--- config.mk ---
export PLATFORM = sky130hd
export DESIGN_NAME = tile_map_dedup_renderer
export DESIGN_NICKNAME = d
export VERILOG_FILES = /design/src/hdl/tmdr_pkg.sv /design/src/hdl/tmdr_ram.sv /design/src/hdl/tmdr_ctrl.sv /design/src/hdl/tmdr_datapath.sv /design/src/hdl/tile_map_dedup_renderer.sv
export SDC_FILE = /design/constraint.sdc
export NUM_CORES = 2
export LEC_CHECK = 0
export BUFFER_PORTS_ARGS = -buffer_cell sky130_fd_sc_hd__buf_2
export CAP_MARGIN = 20
export CORE_ASPECT_RATIO = 0.8
export CORE_MARGIN = 1.5
export CORE_UTILIZATION = 45
export DETAILED_ROUTE_END_ITERATION = 7
export PLACE_DENSITY = 0.63
export SLEW_MARGIN = 20
export SYNTH_ARGS = -nofsm -noshare
export SYNTH_HDL_FRONTEND = slang
export SYNTH_SLANG_ARGS = --single-unit
--- constraint.sdc ---
create_clock -name clk -period 11.3 [get_ports clk]
set_input_delay 1.13 -clock clk [delete_from_list [all_inputs] [get_ports clk]]
set_output_delay 1.13 -clock clk [all_outputs]
set_load 0.02 [all_outputs]
--- src/hdl/tmdr_pkg.sv ---
// Shared codes, command and status types for the tile map renderer.
`timescale 1ns / 1ps
package tmdr_pkg;

	localparam int DESC_W = 48;

	localparam logic OP_SET  = 1'b0;
	localparam logic OP_DRAW = 1'b1;

	localparam logic [1:0] KIND_SET   = 2'd0;
	localparam logic [1:0] KIND_DRAW  = 2'd1;
	localparam logic [1:0] KIND_EMPTY = 2'd2;

	localparam logic [1:0] ST_OK   = 2'd0;
	localparam logic [1:0] ST_OOB  = 2'd1;
	localparam logic [1:0] ST_FULL = 2'd2;

	localparam logic [2:0] REG_ORIGIN_X    = 3'd0;
	localparam logic [2:0] REG_ORIGIN_Y    = 3'd1;
	localparam logic [2:0] REG_TILE_SIZE   = 3'd2;
	localparam logic [2:0] REG_MAP_COLUMNS = 3'd3;
	localparam logic [2:0] REG_MAP_ROWS    = 3'd4;

	typedef struct packed {
		logic       capture;
		logic       srch_clear;
		logic       srch_run;
		logic       set_commit;
		logic       emit_set;
		logic [1:0] set_status;
		logic       draw_start;
		logic       draw_run;
		logic       draw_finish;
	} dp_cmd_t;

	typedef struct packed {
		logic oob;
		logic hit;
		logic miss;
		logic full;
		logic drain_done;
	} dp_stat_t;

endpackage

--- src/hdl/tmdr_ram.sv ---
// Generic single write port RAM with one registered read port.
`timescale 1ns / 1ps
module tmdr_ram #(
	parameter int WIDTH  = 8,
	parameter int DEPTH  = 16,
	parameter int ADDR_W = (DEPTH > 1) ? $clog2(DEPTH) : 1
) (
	input  logic              clk,
	input  logic              we,
	input  logic [ADDR_W-1:0] waddr,
	input  logic [WIDTH-1:0]  wdata,
	input  logic [ADDR_W-1:0] raddr,
	output logic [WIDTH-1:0]  rdata
);

	logic [WIDTH-1:0] mem_q [DEPTH];

	always_ff @(posedge clk) begin
		if (we) begin
			mem_q[waddr] <= wdata;
		end
		rdata <= mem_q[raddr];
	end

endmodule

--- src/hdl/tmdr_ctrl.sv ---
// Controller state machine sequencing set and draw items.
`timescale 1ns / 1ps
module tmdr_ctrl (
	input  logic              clk,
	input  logic              arst_n,
	input  logic              start,
	input  logic              operation,
	input  tmdr_pkg::dp_stat_t stat,
	output tmdr_pkg::dp_cmd_t  cmd,
	output logic              busy
);

	typedef enum logic [2:0] {
		S_IDLE,
		S_CHECK,
		S_SEARCH,
		S_WRITE,
		S_DRAW
	} state_t;

	state_t state_q;
	state_t state_d;
	logic   busy_q;

	assign busy = busy_q;

	always_comb begin
		cmd = '0;
		cmd.set_status = tmdr_pkg::ST_OK;
		state_d = state_q;
		unique case (state_q)
			S_IDLE: begin
				if (start) begin
					cmd.capture = 1'b1;
					if (operation == tmdr_pkg::OP_DRAW) begin
						cmd.draw_start = 1'b1;
						state_d = S_DRAW;
					end else begin
						state_d = S_CHECK;
					end
				end
			end
			S_CHECK: begin
				if (stat.oob) begin
					cmd.emit_set = 1'b1;
					cmd.set_status = tmdr_pkg::ST_OOB;
					state_d = S_IDLE;
				end else begin
					cmd.srch_clear = 1'b1;
					state_d = S_SEARCH;
				end
			end
			S_SEARCH: begin
				cmd.srch_run = 1'b1;
				if (stat.hit) begin
					state_d = S_WRITE;
				end else if (stat.miss) begin
					if (stat.full) begin
						cmd.emit_set = 1'b1;
						cmd.set_status = tmdr_pkg::ST_FULL;
						state_d = S_IDLE;
					end else begin
						state_d = S_WRITE;
					end
				end
			end
			S_WRITE: begin
				cmd.set_commit = 1'b1;
				cmd.emit_set = 1'b1;
				state_d = S_IDLE;
			end
			S_DRAW: begin
				if (stat.drain_done) begin
					cmd.draw_finish = 1'b1;
					state_d = S_IDLE;
				end else begin
					cmd.draw_run = 1'b1;
				end
			end
			default: begin
				state_d = S_IDLE;
			end
		endcase
	end

	always_ff @(posedge clk or negedge arst_n) begin
		if (!arst_n) begin
			state_q <= S_IDLE;
			busy_q <= 1'b0;
		end else begin
			state_q <= state_d;
			busy_q <= (state_d != S_IDLE);
		end
	end

endmodule

--- src/hdl/tmdr_datapath.sv ---
// Datapath: config registers, tile grid, descriptor table, search and draw pipes.
`timescale 1ns / 1ps
module tmdr_datapath #(
	parameter int MAX_COLUMNS = 8,
	parameter int MAX_ROWS    = 8,
	parameter int TABLE_DEPTH = 16
) (
	input  logic               clk,
	input  logic               arst_n,
	input  logic               cfg_we,
	input  logic [2:0]         cfg_index,
	input  logic [15:0]        cfg_data,
	input  logic signed [7:0]  column,
	input  logic signed [7:0]  grid_row,
	input  logic [15:0]        texture_ref,
	input  logic [15:0]        src_x,
	input  logic [15:0]        src_y,
	input  tmdr_pkg::dp_cmd_t  cmd,
	output tmdr_pkg::dp_stat_t stat,
	output logic               result_strobe,
	output logic [1:0]         result_kind,
	output logic [1:0]         status,
	output logic [3:0]         tile_id,
	output logic signed [16:0] pos_x,
	output logic signed [16:0] pos_y,
	output logic [15:0]        out_texture,
	output logic [15:0]        out_src_x,
	output logic [15:0]        out_src_y,
	output logic               last
);

	localparam int GRID_DEPTH = MAX_COLUMNS * MAX_ROWS;
	localparam int GA_W       = (GRID_DEPTH > 1) ? $clog2(GRID_DEPTH) : 1;
	localparam int ID_W       = $clog2(TABLE_DEPTH);
	localparam int CNT_W      = $clog2(TABLE_DEPTH + 1);
	localparam int COLS_CAP   = (MAX_COLUMNS > 15) ? 15 : MAX_COLUMNS;
	localparam int ROWS_CAP   = (MAX_ROWS > 15) ? 15 : MAX_ROWS;
	localparam int DW         = tmdr_pkg::DESC_W;

	// configuration
	logic [15:0] origin_x_q;
	logic [15:0] origin_y_q;
	logic [7:0]  tile_size_q;
	logic [3:0]  map_columns_q;
	logic [3:0]  map_rows_q;
	logic [3:0]  cols_used;
	logic [3:0]  rows_used;

	// latched set item
	logic [7:0]    col_q;
	logic [7:0]    row_q;
	logic [DW-1:0] key_q;
	logic [7:0]    set_lin;
	logic [GA_W-1:0] set_addr_q;

	// table state
	logic [CNT_W-1:0] count_q;
	logic [GRID_DEPTH-1:0] gvld_q;
	logic [ID_W-1:0]  chosen_q;
	logic             append_q;

	// search pipe
	logic [CNT_W-1:0] srch_idx_q;
	logic [CNT_W-1:0] srch_idx_s1;
	logic             srch_run_s1;
	logic             srch_vld_s1;
	logic             srch_eq;
	logic             hit;
	logic             miss;

	// draw pipe
	logic             scan_on_q;
	logic [GA_W-1:0]  scan_a_q;
	logic [3:0]       scan_c_q;
	logic [3:0]       scan_r_q;
	logic             vld_s1;
	logic             gvld_s1;
	logic [3:0]       c_s1;
	logic [3:0]       r_s1;
	logic [ID_W-1:0]  cell_id;
	logic             cell_draw;
	logic [11:0]      prod_x;
	logic [11:0]      prod_y;
	logic             draw_s2;
	logic [ID_W-1:0]  id_s2;
	logic [16:0]      px_s2;
	logic [16:0]      py_s2;
	logic             pend_vld_q;
	logic [ID_W-1:0]  pend_id_q;
	logic [16:0]      pend_px_q;
	logic [16:0]      pend_py_q;
	logic [DW-1:0]    pend_desc_q;

	// memories
	logic [ID_W-1:0]  grid_rd;
	logic [DW-1:0]    desc_rd;
	logic [ID_W-1:0]  desc_raddr;

	// result select
	logic             e_vld;
	logic [1:0]       e_kind;
	logic [1:0]       e_status;
	logic [3:0]       e_id;
	logic [16:0]      e_px;
	logic [16:0]      e_py;
	logic [DW-1:0]    e_desc;
	logic             e_last;

	assign cols_used = (int'(map_columns_q) > COLS_CAP) ? 4'(COLS_CAP) : map_columns_q;
	assign rows_used = (int'(map_rows_q) > ROWS_CAP) ? 4'(ROWS_CAP) : map_rows_q;

	always_ff @(posedge clk or negedge arst_n) begin
		if (!arst_n) begin
			origin_x_q <= '0;
			origin_y_q <= '0;
			tile_size_q <= 8'd16;
			map_columns_q <= 4'd8;
			map_rows_q <= 4'd8;
		end else if (cfg_we) begin
			unique case (cfg_index)
				tmdr_pkg::REG_ORIGIN_X:    origin_x_q <= cfg_data;
				tmdr_pkg::REG_ORIGIN_Y:    origin_y_q <= cfg_data;
				tmdr_pkg::REG_TILE_SIZE:   tile_size_q <= cfg_data[7:0];
				tmdr_pkg::REG_MAP_COLUMNS: map_columns_q <= cfg_data[3:0];
				tmdr_pkg::REG_MAP_ROWS:    map_rows_q <= cfg_data[3:0];
				default: begin
				end
			endcase
		end
	end

	// set: bounds and cell address
	assign set_lin = row_q[3:0] * cols_used + {4'd0, col_q[3:0]};

	always_ff @(posedge clk) begin
		if (cmd.capture) begin
			col_q <= column;
			row_q <= grid_row;
			key_q <= {src_y, src_x, texture_ref};
		end
		set_addr_q <= GA_W'(set_lin);
	end

	assign stat.oob = col_q[7] | row_q[7] | (col_q >= {4'd0, cols_used}) |
		(row_q >= {4'd0, rows_used});

	// search: one descriptor per cycle, compared in the cycle after its read
	assign srch_eq = (srch_idx_s1 == '0) ? (key_q == '0) : (desc_rd == key_q);
	assign hit = cmd.srch_run & srch_run_s1 & srch_vld_s1 & srch_eq;
	assign miss = cmd.srch_run & srch_run_s1 & ~srch_vld_s1;
	assign stat.hit = hit;
	assign stat.miss = miss;
	assign stat.full = (count_q == CNT_W'(TABLE_DEPTH));

	always_ff @(posedge clk or negedge arst_n) begin
		if (!arst_n) begin
			srch_run_s1 <= 1'b0;
			srch_vld_s1 <= 1'b0;
			srch_idx_q <= '0;
			srch_idx_s1 <= '0;
		end else if (cmd.srch_clear) begin
			srch_run_s1 <= 1'b0;
			srch_vld_s1 <= 1'b0;
			srch_idx_q <= '0;
		end else begin
			srch_run_s1 <= cmd.srch_run;
			srch_vld_s1 <= cmd.srch_run & (srch_idx_q < count_q);
			srch_idx_s1 <= srch_idx_q;
			if (cmd.srch_run) begin
				srch_idx_q <= srch_idx_q + 1'b1;
			end
		end
	end

	always_ff @(posedge clk) begin
		if (hit | miss) begin
			chosen_q <= hit ? srch_idx_s1[ID_W-1:0] : count_q[ID_W-1:0];
			append_q <= ~hit;
		end
	end

	always_ff @(posedge clk or negedge arst_n) begin
		if (!arst_n) begin
			count_q <= CNT_W'(1);
			gvld_q <= '0;
		end else if (cmd.set_commit) begin
			gvld_q[set_addr_q] <= 1'b1;
			if (append_q) begin
				count_q <= count_q + 1'b1;
			end
		end
	end

	// draw: scan grid, look up descriptor, hold one command back to mark the last
	assign cell_id = gvld_s1 ? grid_rd : '0;
	assign cell_draw = vld_s1 & (cell_id != '0) & (CNT_W'(cell_id) < count_q);
	assign desc_raddr = cmd.draw_run ? cell_id : srch_idx_q[ID_W-1:0];
	assign prod_x = c_s1 * tile_size_q;
	assign prod_y = r_s1 * tile_size_q;
	assign stat.drain_done = ~scan_on_q & ~vld_s1 & ~draw_s2;

	always_ff @(posedge clk or negedge arst_n) begin
		if (!arst_n) begin
			scan_on_q <= 1'b0;
			vld_s1 <= 1'b0;
			draw_s2 <= 1'b0;
			pend_vld_q <= 1'b0;
		end else if (cmd.draw_start) begin
			scan_on_q <= (cols_used != 4'd0) & (rows_used != 4'd0);
			vld_s1 <= 1'b0;
			draw_s2 <= 1'b0;
			pend_vld_q <= 1'b0;
		end else begin
			vld_s1 <= cmd.draw_run & scan_on_q;
			draw_s2 <= cmd.draw_run & cell_draw;
			if (cmd.draw_run & scan_on_q & (scan_c_q == cols_used - 4'd1) &
				(scan_r_q == rows_used - 4'd1)) begin
				scan_on_q <= 1'b0;
			end
			if (cmd.draw_run & draw_s2) begin
				pend_vld_q <= 1'b1;
			end
		end
	end

	always_ff @(posedge clk) begin
		if (cmd.draw_start) begin
			scan_a_q <= '0;
			scan_c_q <= '0;
			scan_r_q <= '0;
		end else if (cmd.draw_run & scan_on_q) begin
			scan_a_q <= scan_a_q + 1'b1;
			if (scan_c_q == cols_used - 4'd1) begin
				scan_c_q <= '0;
				scan_r_q <= scan_r_q + 4'd1;
			end else begin
				scan_c_q <= scan_c_q + 4'd1;
			end
		end
		gvld_s1 <= gvld_q[scan_a_q];
		c_s1 <= scan_c_q;
		r_s1 <= scan_r_q;
		id_s2 <= cell_id;
		px_s2 <= {origin_x_q[15], origin_x_q} + 17'(prod_x);
		py_s2 <= {origin_y_q[15], origin_y_q} + 17'(prod_y);
		if (cmd.draw_run & draw_s2) begin
			pend_id_q <= id_s2;
			pend_px_q <= px_s2;
			pend_py_q <= py_s2;
			pend_desc_q <= desc_rd;
		end
	end

	tmdr_ram #(
		.WIDTH (ID_W),
		.DEPTH (GRID_DEPTH),
		.ADDR_W(GA_W)
	) u_grid_ram (
		.clk  (clk),
		.we   (cmd.set_commit),
		.waddr(set_addr_q),
		.wdata(chosen_q),
		.raddr(scan_a_q),
		.rdata(grid_rd)
	);

	tmdr_ram #(
		.WIDTH (DW),
		.DEPTH (TABLE_DEPTH),
		.ADDR_W(ID_W)
	) u_desc_ram (
		.clk  (clk),
		.we   (cmd.set_commit & append_q),
		.waddr(count_q[ID_W-1:0]),
		.wdata(key_q),
		.raddr(desc_raddr),
		.rdata(desc_rd)
	);

	// result register
	always_comb begin
		e_vld = 1'b0;
		e_kind = tmdr_pkg::KIND_SET;
		e_status = tmdr_pkg::ST_OK;
		e_id = '0;
		e_px = '0;
		e_py = '0;
		e_desc = '0;
		e_last = 1'b0;
		priority if (cmd.emit_set) begin
			e_vld = 1'b1;
			e_status = cmd.set_status;
			e_id = (cmd.set_status == tmdr_pkg::ST_OK) ? 4'(chosen_q) : 4'd0;
			e_last = 1'b1;
		end else if (cmd.draw_run & draw_s2 & pend_vld_q) begin
			e_vld = 1'b1;
			e_kind = tmdr_pkg::KIND_DRAW;
			e_id = 4'(pend_id_q);
			e_px = pend_px_q;
			e_py = pend_py_q;
			e_desc = pend_desc_q;
		end else if (cmd.draw_finish) begin
			e_vld = 1'b1;
			e_last = 1'b1;
			if (pend_vld_q) begin
				e_kind = tmdr_pkg::KIND_DRAW;
				e_id = 4'(pend_id_q);
				e_px = pend_px_q;
				e_py = pend_py_q;
				e_desc = pend_desc_q;
			end else begin
				e_kind = tmdr_pkg::KIND_EMPTY;
			end
		end
	end

	always_ff @(posedge clk or negedge arst_n) begin
		if (!arst_n) begin
			result_strobe <= 1'b0;
		end else begin
			result_strobe <= e_vld;
		end
	end

	always_ff @(posedge clk) begin
		if (e_vld) begin
			result_kind <= e_kind;
			status <= e_status;
			tile_id <= e_id;
			pos_x <= e_px;
			pos_y <= e_py;
			out_texture <= e_desc[15:0];
			out_src_x <= e_desc[31:16];
			out_src_y <= e_desc[47:32];
			last <= e_last;
		end
	end

`ifndef ASSERT_OFF
	a_count_range: assert property (@(posedge clk) disable iff (!arst_n)
		(count_q >= CNT_W'(1)) && (count_q <= CNT_W'(TABLE_DEPTH)))
		else $error("descriptor count out of range");

	a_no_append_full: assert property (@(posedge clk) disable iff (!arst_n)
		cmd.set_commit && append_q |-> count_q < CNT_W'(TABLE_DEPTH))
		else $error("append into full table");

	a_finish_last: assert property (@(posedge clk) disable iff (!arst_n)
		cmd.draw_finish |=> result_strobe && last)
		else $error("draw end without final item");

	a_empty_last: assert property (@(posedge clk) disable iff (!arst_n)
		result_strobe && result_kind == tmdr_pkg::KIND_EMPTY |-> last && !$past(pend_vld_q))
		else $error("empty marker with pending command");

	a_fail_id_zero: assert property (@(posedge clk) disable iff (!arst_n)
		result_strobe && result_kind == tmdr_pkg::KIND_SET && status != tmdr_pkg::ST_OK
		|-> tile_id == 4'd0)
		else $error("failed set with nonzero id");
`endif

endmodule

--- src/hdl/tile_map_dedup_renderer.sv ---
// Top level of the tile map renderer with deduplicating descriptor table.
`timescale 1ns / 1ps
// An item is taken when start is high and busy is low; results appear one per
// cycle-long result_strobe pulse and cannot be held off. A set item is bound by
// the descriptor search that reads one table entry per cycle; an out-of-bounds
// set ends without a search. A draw item scans the grid, one grid cell read per
// cycle, with commands spread through that scan. Draw commands are held back by
// one so the final one carries last. Config writes are not blocked while busy;
// write them only while busy is low and no result is due.
module tile_map_dedup_renderer #(
	parameter int MAX_COLUMNS = 8,
	parameter int MAX_ROWS    = 8,
	parameter int TABLE_DEPTH = 16
) (
	input  logic               clk,
	input  logic               arst_n,
	input  logic               cfg_we,
	input  logic [2:0]         cfg_index,
	input  logic [15:0]        cfg_data,
	input  logic               start,
	output logic               busy,
	input  logic               operation,
	input  logic signed [7:0]  column,
	input  logic signed [7:0]  grid_row,
	input  logic [15:0]        texture_ref,
	input  logic [15:0]        src_x,
	input  logic [15:0]        src_y,
	output logic               result_strobe,
	output logic [1:0]         result_kind,
	output logic [1:0]         status,
	output logic [3:0]         tile_id,
	output logic signed [16:0] pos_x,
	output logic signed [16:0] pos_y,
	output logic [15:0]        out_texture,
	output logic [15:0]        out_src_x,
	output logic [15:0]        out_src_y,
	output logic               last
);

	tmdr_pkg::dp_cmd_t  cmd;
	tmdr_pkg::dp_stat_t stat;

	tmdr_ctrl u_ctrl (
		.clk      (clk),
		.arst_n   (arst_n),
		.start    (start),
		.operation(operation),
		.stat     (stat),
		.cmd      (cmd),
		.busy     (busy)
	);

	tmdr_datapath #(
		.MAX_COLUMNS(MAX_COLUMNS),
		.MAX_ROWS   (MAX_ROWS),
		.TABLE_DEPTH(TABLE_DEPTH)
	) u_datapath (
		.clk          (clk),
		.arst_n       (arst_n),
		.cfg_we       (cfg_we),
		.cfg_index    (cfg_index),
		.cfg_data     (cfg_data),
		.column       (column),
		.grid_row     (grid_row),
		.texture_ref  (texture_ref),
		.src_x        (src_x),
		.src_y        (src_y),
		.cmd          (cmd),
		.stat         (stat),
		.result_strobe(result_strobe),
		.result_kind  (result_kind),
		.status       (status),
		.tile_id      (tile_id),
		.pos_x        (pos_x),
		.pos_y        (pos_y),
		.out_texture  (out_texture),
		.out_src_x    (out_src_x),
		.out_src_y    (out_src_y),
		.last         (last)
	);

endmodule

==> summary.md <==
| Metric | Value |
|---|---|
| Worst EP required | `11,950 ps` |
| Gpl congestion | `0.802` |
| Slew @ Worst Pin | `1210 ps` |
| Final period util | `0.413` |
| F_max | `214 MHz` |
| Ratio of cells with drive above 1 in the final layout | `0.179` |
| CTS H-tree depth | `4` |
| WL met3 | `10.6 mm` |
| Fin. max-slew vios | `0` |
| Worst-skew pair later-pin latency | `790 ps` |
| Predominant post-synthesis flop cell | `edfxtp_1` |
| Seq/Total Area, Yosys | `0.732` |
| Ys async rst share | `0.0904` |
| Dpl cells | `5,353` |
| Via density | `5.60` |
| Initial antenna violation count | `9` |
| CP cell instances | `and2_1 -> fa_1 -> inv_1 -> fa_1 -> inv_1 -> ha_1 -> inv_1 -> o21ai_0 -> a2111oi_0 -> o31ai_1 -> a21oi_1 -> xnor2_1 -> ha_1 -> and3_1 -> a211oi_1 -> nand2_1 -> xor2_1` |
| Pwr Density | `194 mW/mm^2` |
| R2R setup slack | `6630 ps` |
| Mapped Area | `0.0601 mm^2` |
| WP data arrival | `5320 ps` |
| Slew HR | `0.191` |
| Root Buffer | `clkbuf_16` |
| TritonRoute pass-1 iters | `7` |
| Fin nets | `3,968` |
| Clk slew on worst S/H paths | `60 ps` |
| Vias in the first global route | `31,170` |
| ANT cells | `0` |
| Yosys top cell area share | `0.635` |
| Met2 wire len | `66.3 mm` |
| Routed len/inst | `25.4 um` |
| Leak | `26.9 nW` |
| Die H | `330 um` |
| Pwr Total | `0.0132 W` |
| Core ar. | `0.132 mm^2` |
| Layout Cells excl Fill | `5,635` |
| Syn Nets | `3,722` |
| Post-CTS sizing | `0` |
| WL final | `143 mm` |
| Max-cap violations | `0` |
| Final hold violation count | `0` |
| WS Path Type | `reg2reg` |
| Max incr delay on CP | `620 ps` |
| Antenna Nets Post-Route | `0` |
| Cell area after layout | `0.0681 mm^2` |
| Worst VDD drop | `0.166 mV` |
| Crit-path max FO | `9` |
| Crit start category | `flop` |
| Area after DPL | `0.0631 mm^2` |
| Layout overhead on the synthesized area | `13.3%` |
| Seq. cell area | `0.0440 mm^2` |
| Clk buf depth | `3` |
| Top cells by area, synth | `edfxtp_1, mux2i_1, dfrtp_1, dfxtp_1, mux4_2` |
| Register bit total from synthesis | `1,527` |
| EDFF count, synth | `1,270` |
| Total Routing Usage GR | `0.211` |
| Area of the die | `0.136 mm^2` |
| CTS buffer count | `153` |
| Area occupied by multi-input gates | `0.0153 mm^2` |
| RSZ-0062 raised after global routing | `no` |
| Initial DRC Count | `2,971` |
| I/O pins | `181` |
| Worst setup EP type | `flop` |
| CTS hold repair buffers | `0` |
| Status | `finished, final reports clean` |
| Critical Path Slowest Stage Cell | `a2111oi_0` |
| Min-Delay Path Class | `in2async` |
| Setup violators final | `0` |
| Cell Rows | `119` |
| Total gr overflow | `0` |
| Top layer in use | `met5` |
| Wl on met1 | `62.8 mm` |
| Cell mode on critical path | `inv_1` |
| Synth Area per Inst | `17.1 um^2` |
| Residual DRC count | `0` |
| Chip width | `412 um` |
| Via Count | `31,567` |
| Post-synthesis cell type count | `66` |
| Leading area contributor after synthesis | `edfxtp_1` |
| Syn Inst Count | `3,509` |
| Clock skew | `21.7 ps` |
| Largest net degree at the start of global routing | `145` |
| Setup_tns | `0 ps` |
| Fillers | `10,645` |
| Tmin final | `4670 ps` |
| Starting Density | `0.455` |
| Post-CTS Setup Bufs | `0` |
| Yosys warning count | `0` |
| DP HPWL | `75.9 mm` |
| PortBufs | `180` |
| Global-route wire length before repair | `210 mm` |
| Final hold slack | `244 ps` |
| CTS tree | `done` |
| Clk sinks | `1,527` |
## area by class of cell
cell class	count	area share
sequential	1527	0.646
multi-input combinational	1765	0.225
clock buffer	218	0.0645
tap	1754	0.0322
timing repair buffer	230	0.0194
clock inverter	63	0.00886
inverter	78	0.00430
## placed cells by master (no fill, tap or decap), types with 93 or more instances in the layout
master and count:
dfrtp_1 134, dfxtp_1 117, buf_2 179, o22ai_1 192
edfxtp_1 1270, clkbuf_16 159, nor2_1 116, mux2i_1 385
ha_1 93, and2_1 136
## worst paths after layout
path / endpoint / startpoint / cells past startpoint
max: u_datapath.py_s2[12] / u_datapath.tile_size_q[3] / 17
min: u_datapath.gvld_q[0] / arst_n / 1
max reg2reg: u_datapath.py_s2[12] / u_datapath.tile_size_q[3] / 17
min reg2reg: u_datapath.pend_px_q[3] / u_datapath.px_s2[3] / 0
max in group asynchronous: u_datapath.origin_x_q[0] / arst_n / 3
min in group clk: u_datapath.pend_px_q[3] / u_datapath.px_s2[3] / 0
## registers in the layout, summed over array words and instances, names as in the netlist, 17 cells and up
name,cells
u_datapath.pend_px_q,17
u_datapath.py_s2,17
u_datapath.pend_py_q,17
u_datapath.u_desc_ram.mem_q,768
u_datapath.px_s2,17
u_datapath.key_q,48
u_datapath.pos_x,17
u_datapath.u_grid_ram.mem_q,256
u_datapath.pos_y,17
u_datapath.u_desc_ram.rdata,48
u_datapath.gvld_q,64
u_datapath.pend_desc_q,48
## cell families (layout without fill, tap and decap cells)
| logic type | count (synthesis) | after routing | share of synthesized area |
|---|---|---|---|
| AND/OR/NAND/NOR | 612 | 612 | 0.0560 |
| multiplexers | 522 | 522 | 0.105 |
| adder cells (fa/ha/maj) | 125 | 125 | 0.0300 |
| XOR/XNOR | 124 | 124 | 0.0181 |
| flip-flops | 1527 | 1527 | 0.732 |
| buffers and inverters | 217 | 589 | 0.0173 |
| AO/OA/AOI/OAI | 382 | 382 | 0.0421 |
## routing by layer
metal | global-route usage | vias up
met4 | 0.0654 | 10
met2 | 0.330 | 1162
li1 | - | 14064
met1 | 0.304 | 16093
met3 | 0.0356 | 238
met5 | 0 | -
## where the power goes
group,switching (W),leakage [nW],internal [W]
Combinational,0.000835,9.73,0.000559
Clock,0.00212,2.44,0.00292
Sequential,0.000337,14.7,0.00646
Total,0.00329,26.9,0.00994
## per-stage QoR
| step | setup slack (ps) | util |
|---|---|---|
| floorplan | 2190 | - |
| global placement | 6700 | 0.478 |
| detailed placement | 6720 | 0.478 |
| CTS | 6650 | 0.515 |
| global route | 6250 | 0.516 |
| finish | 6630 | 0.516 |
## Yosys cell counts (61+ instances only)
cell type,n
nand2_1,90
o22ai_1,192
mux2i_1,386
inv_1,78
xor2_1,61
xnor2_1,63
and2_1,137
ha_1,93
edfxtp_1,1270
dfrtp_1,134
or2_2,67
dfxtp_1,119
nor2_1,119
clkbuf_1,61
mux4_2,80
## critical path, delay by kind of cell, from the launching register on
kind	cells	cell delay (ps)
compound gates	5	1380
fa+ha+maj	4	1660
simple gates	3	550
xor+xnor	2	330
buf+inv	3	180
flops	1	450
(Power assumes the default switching activity.)
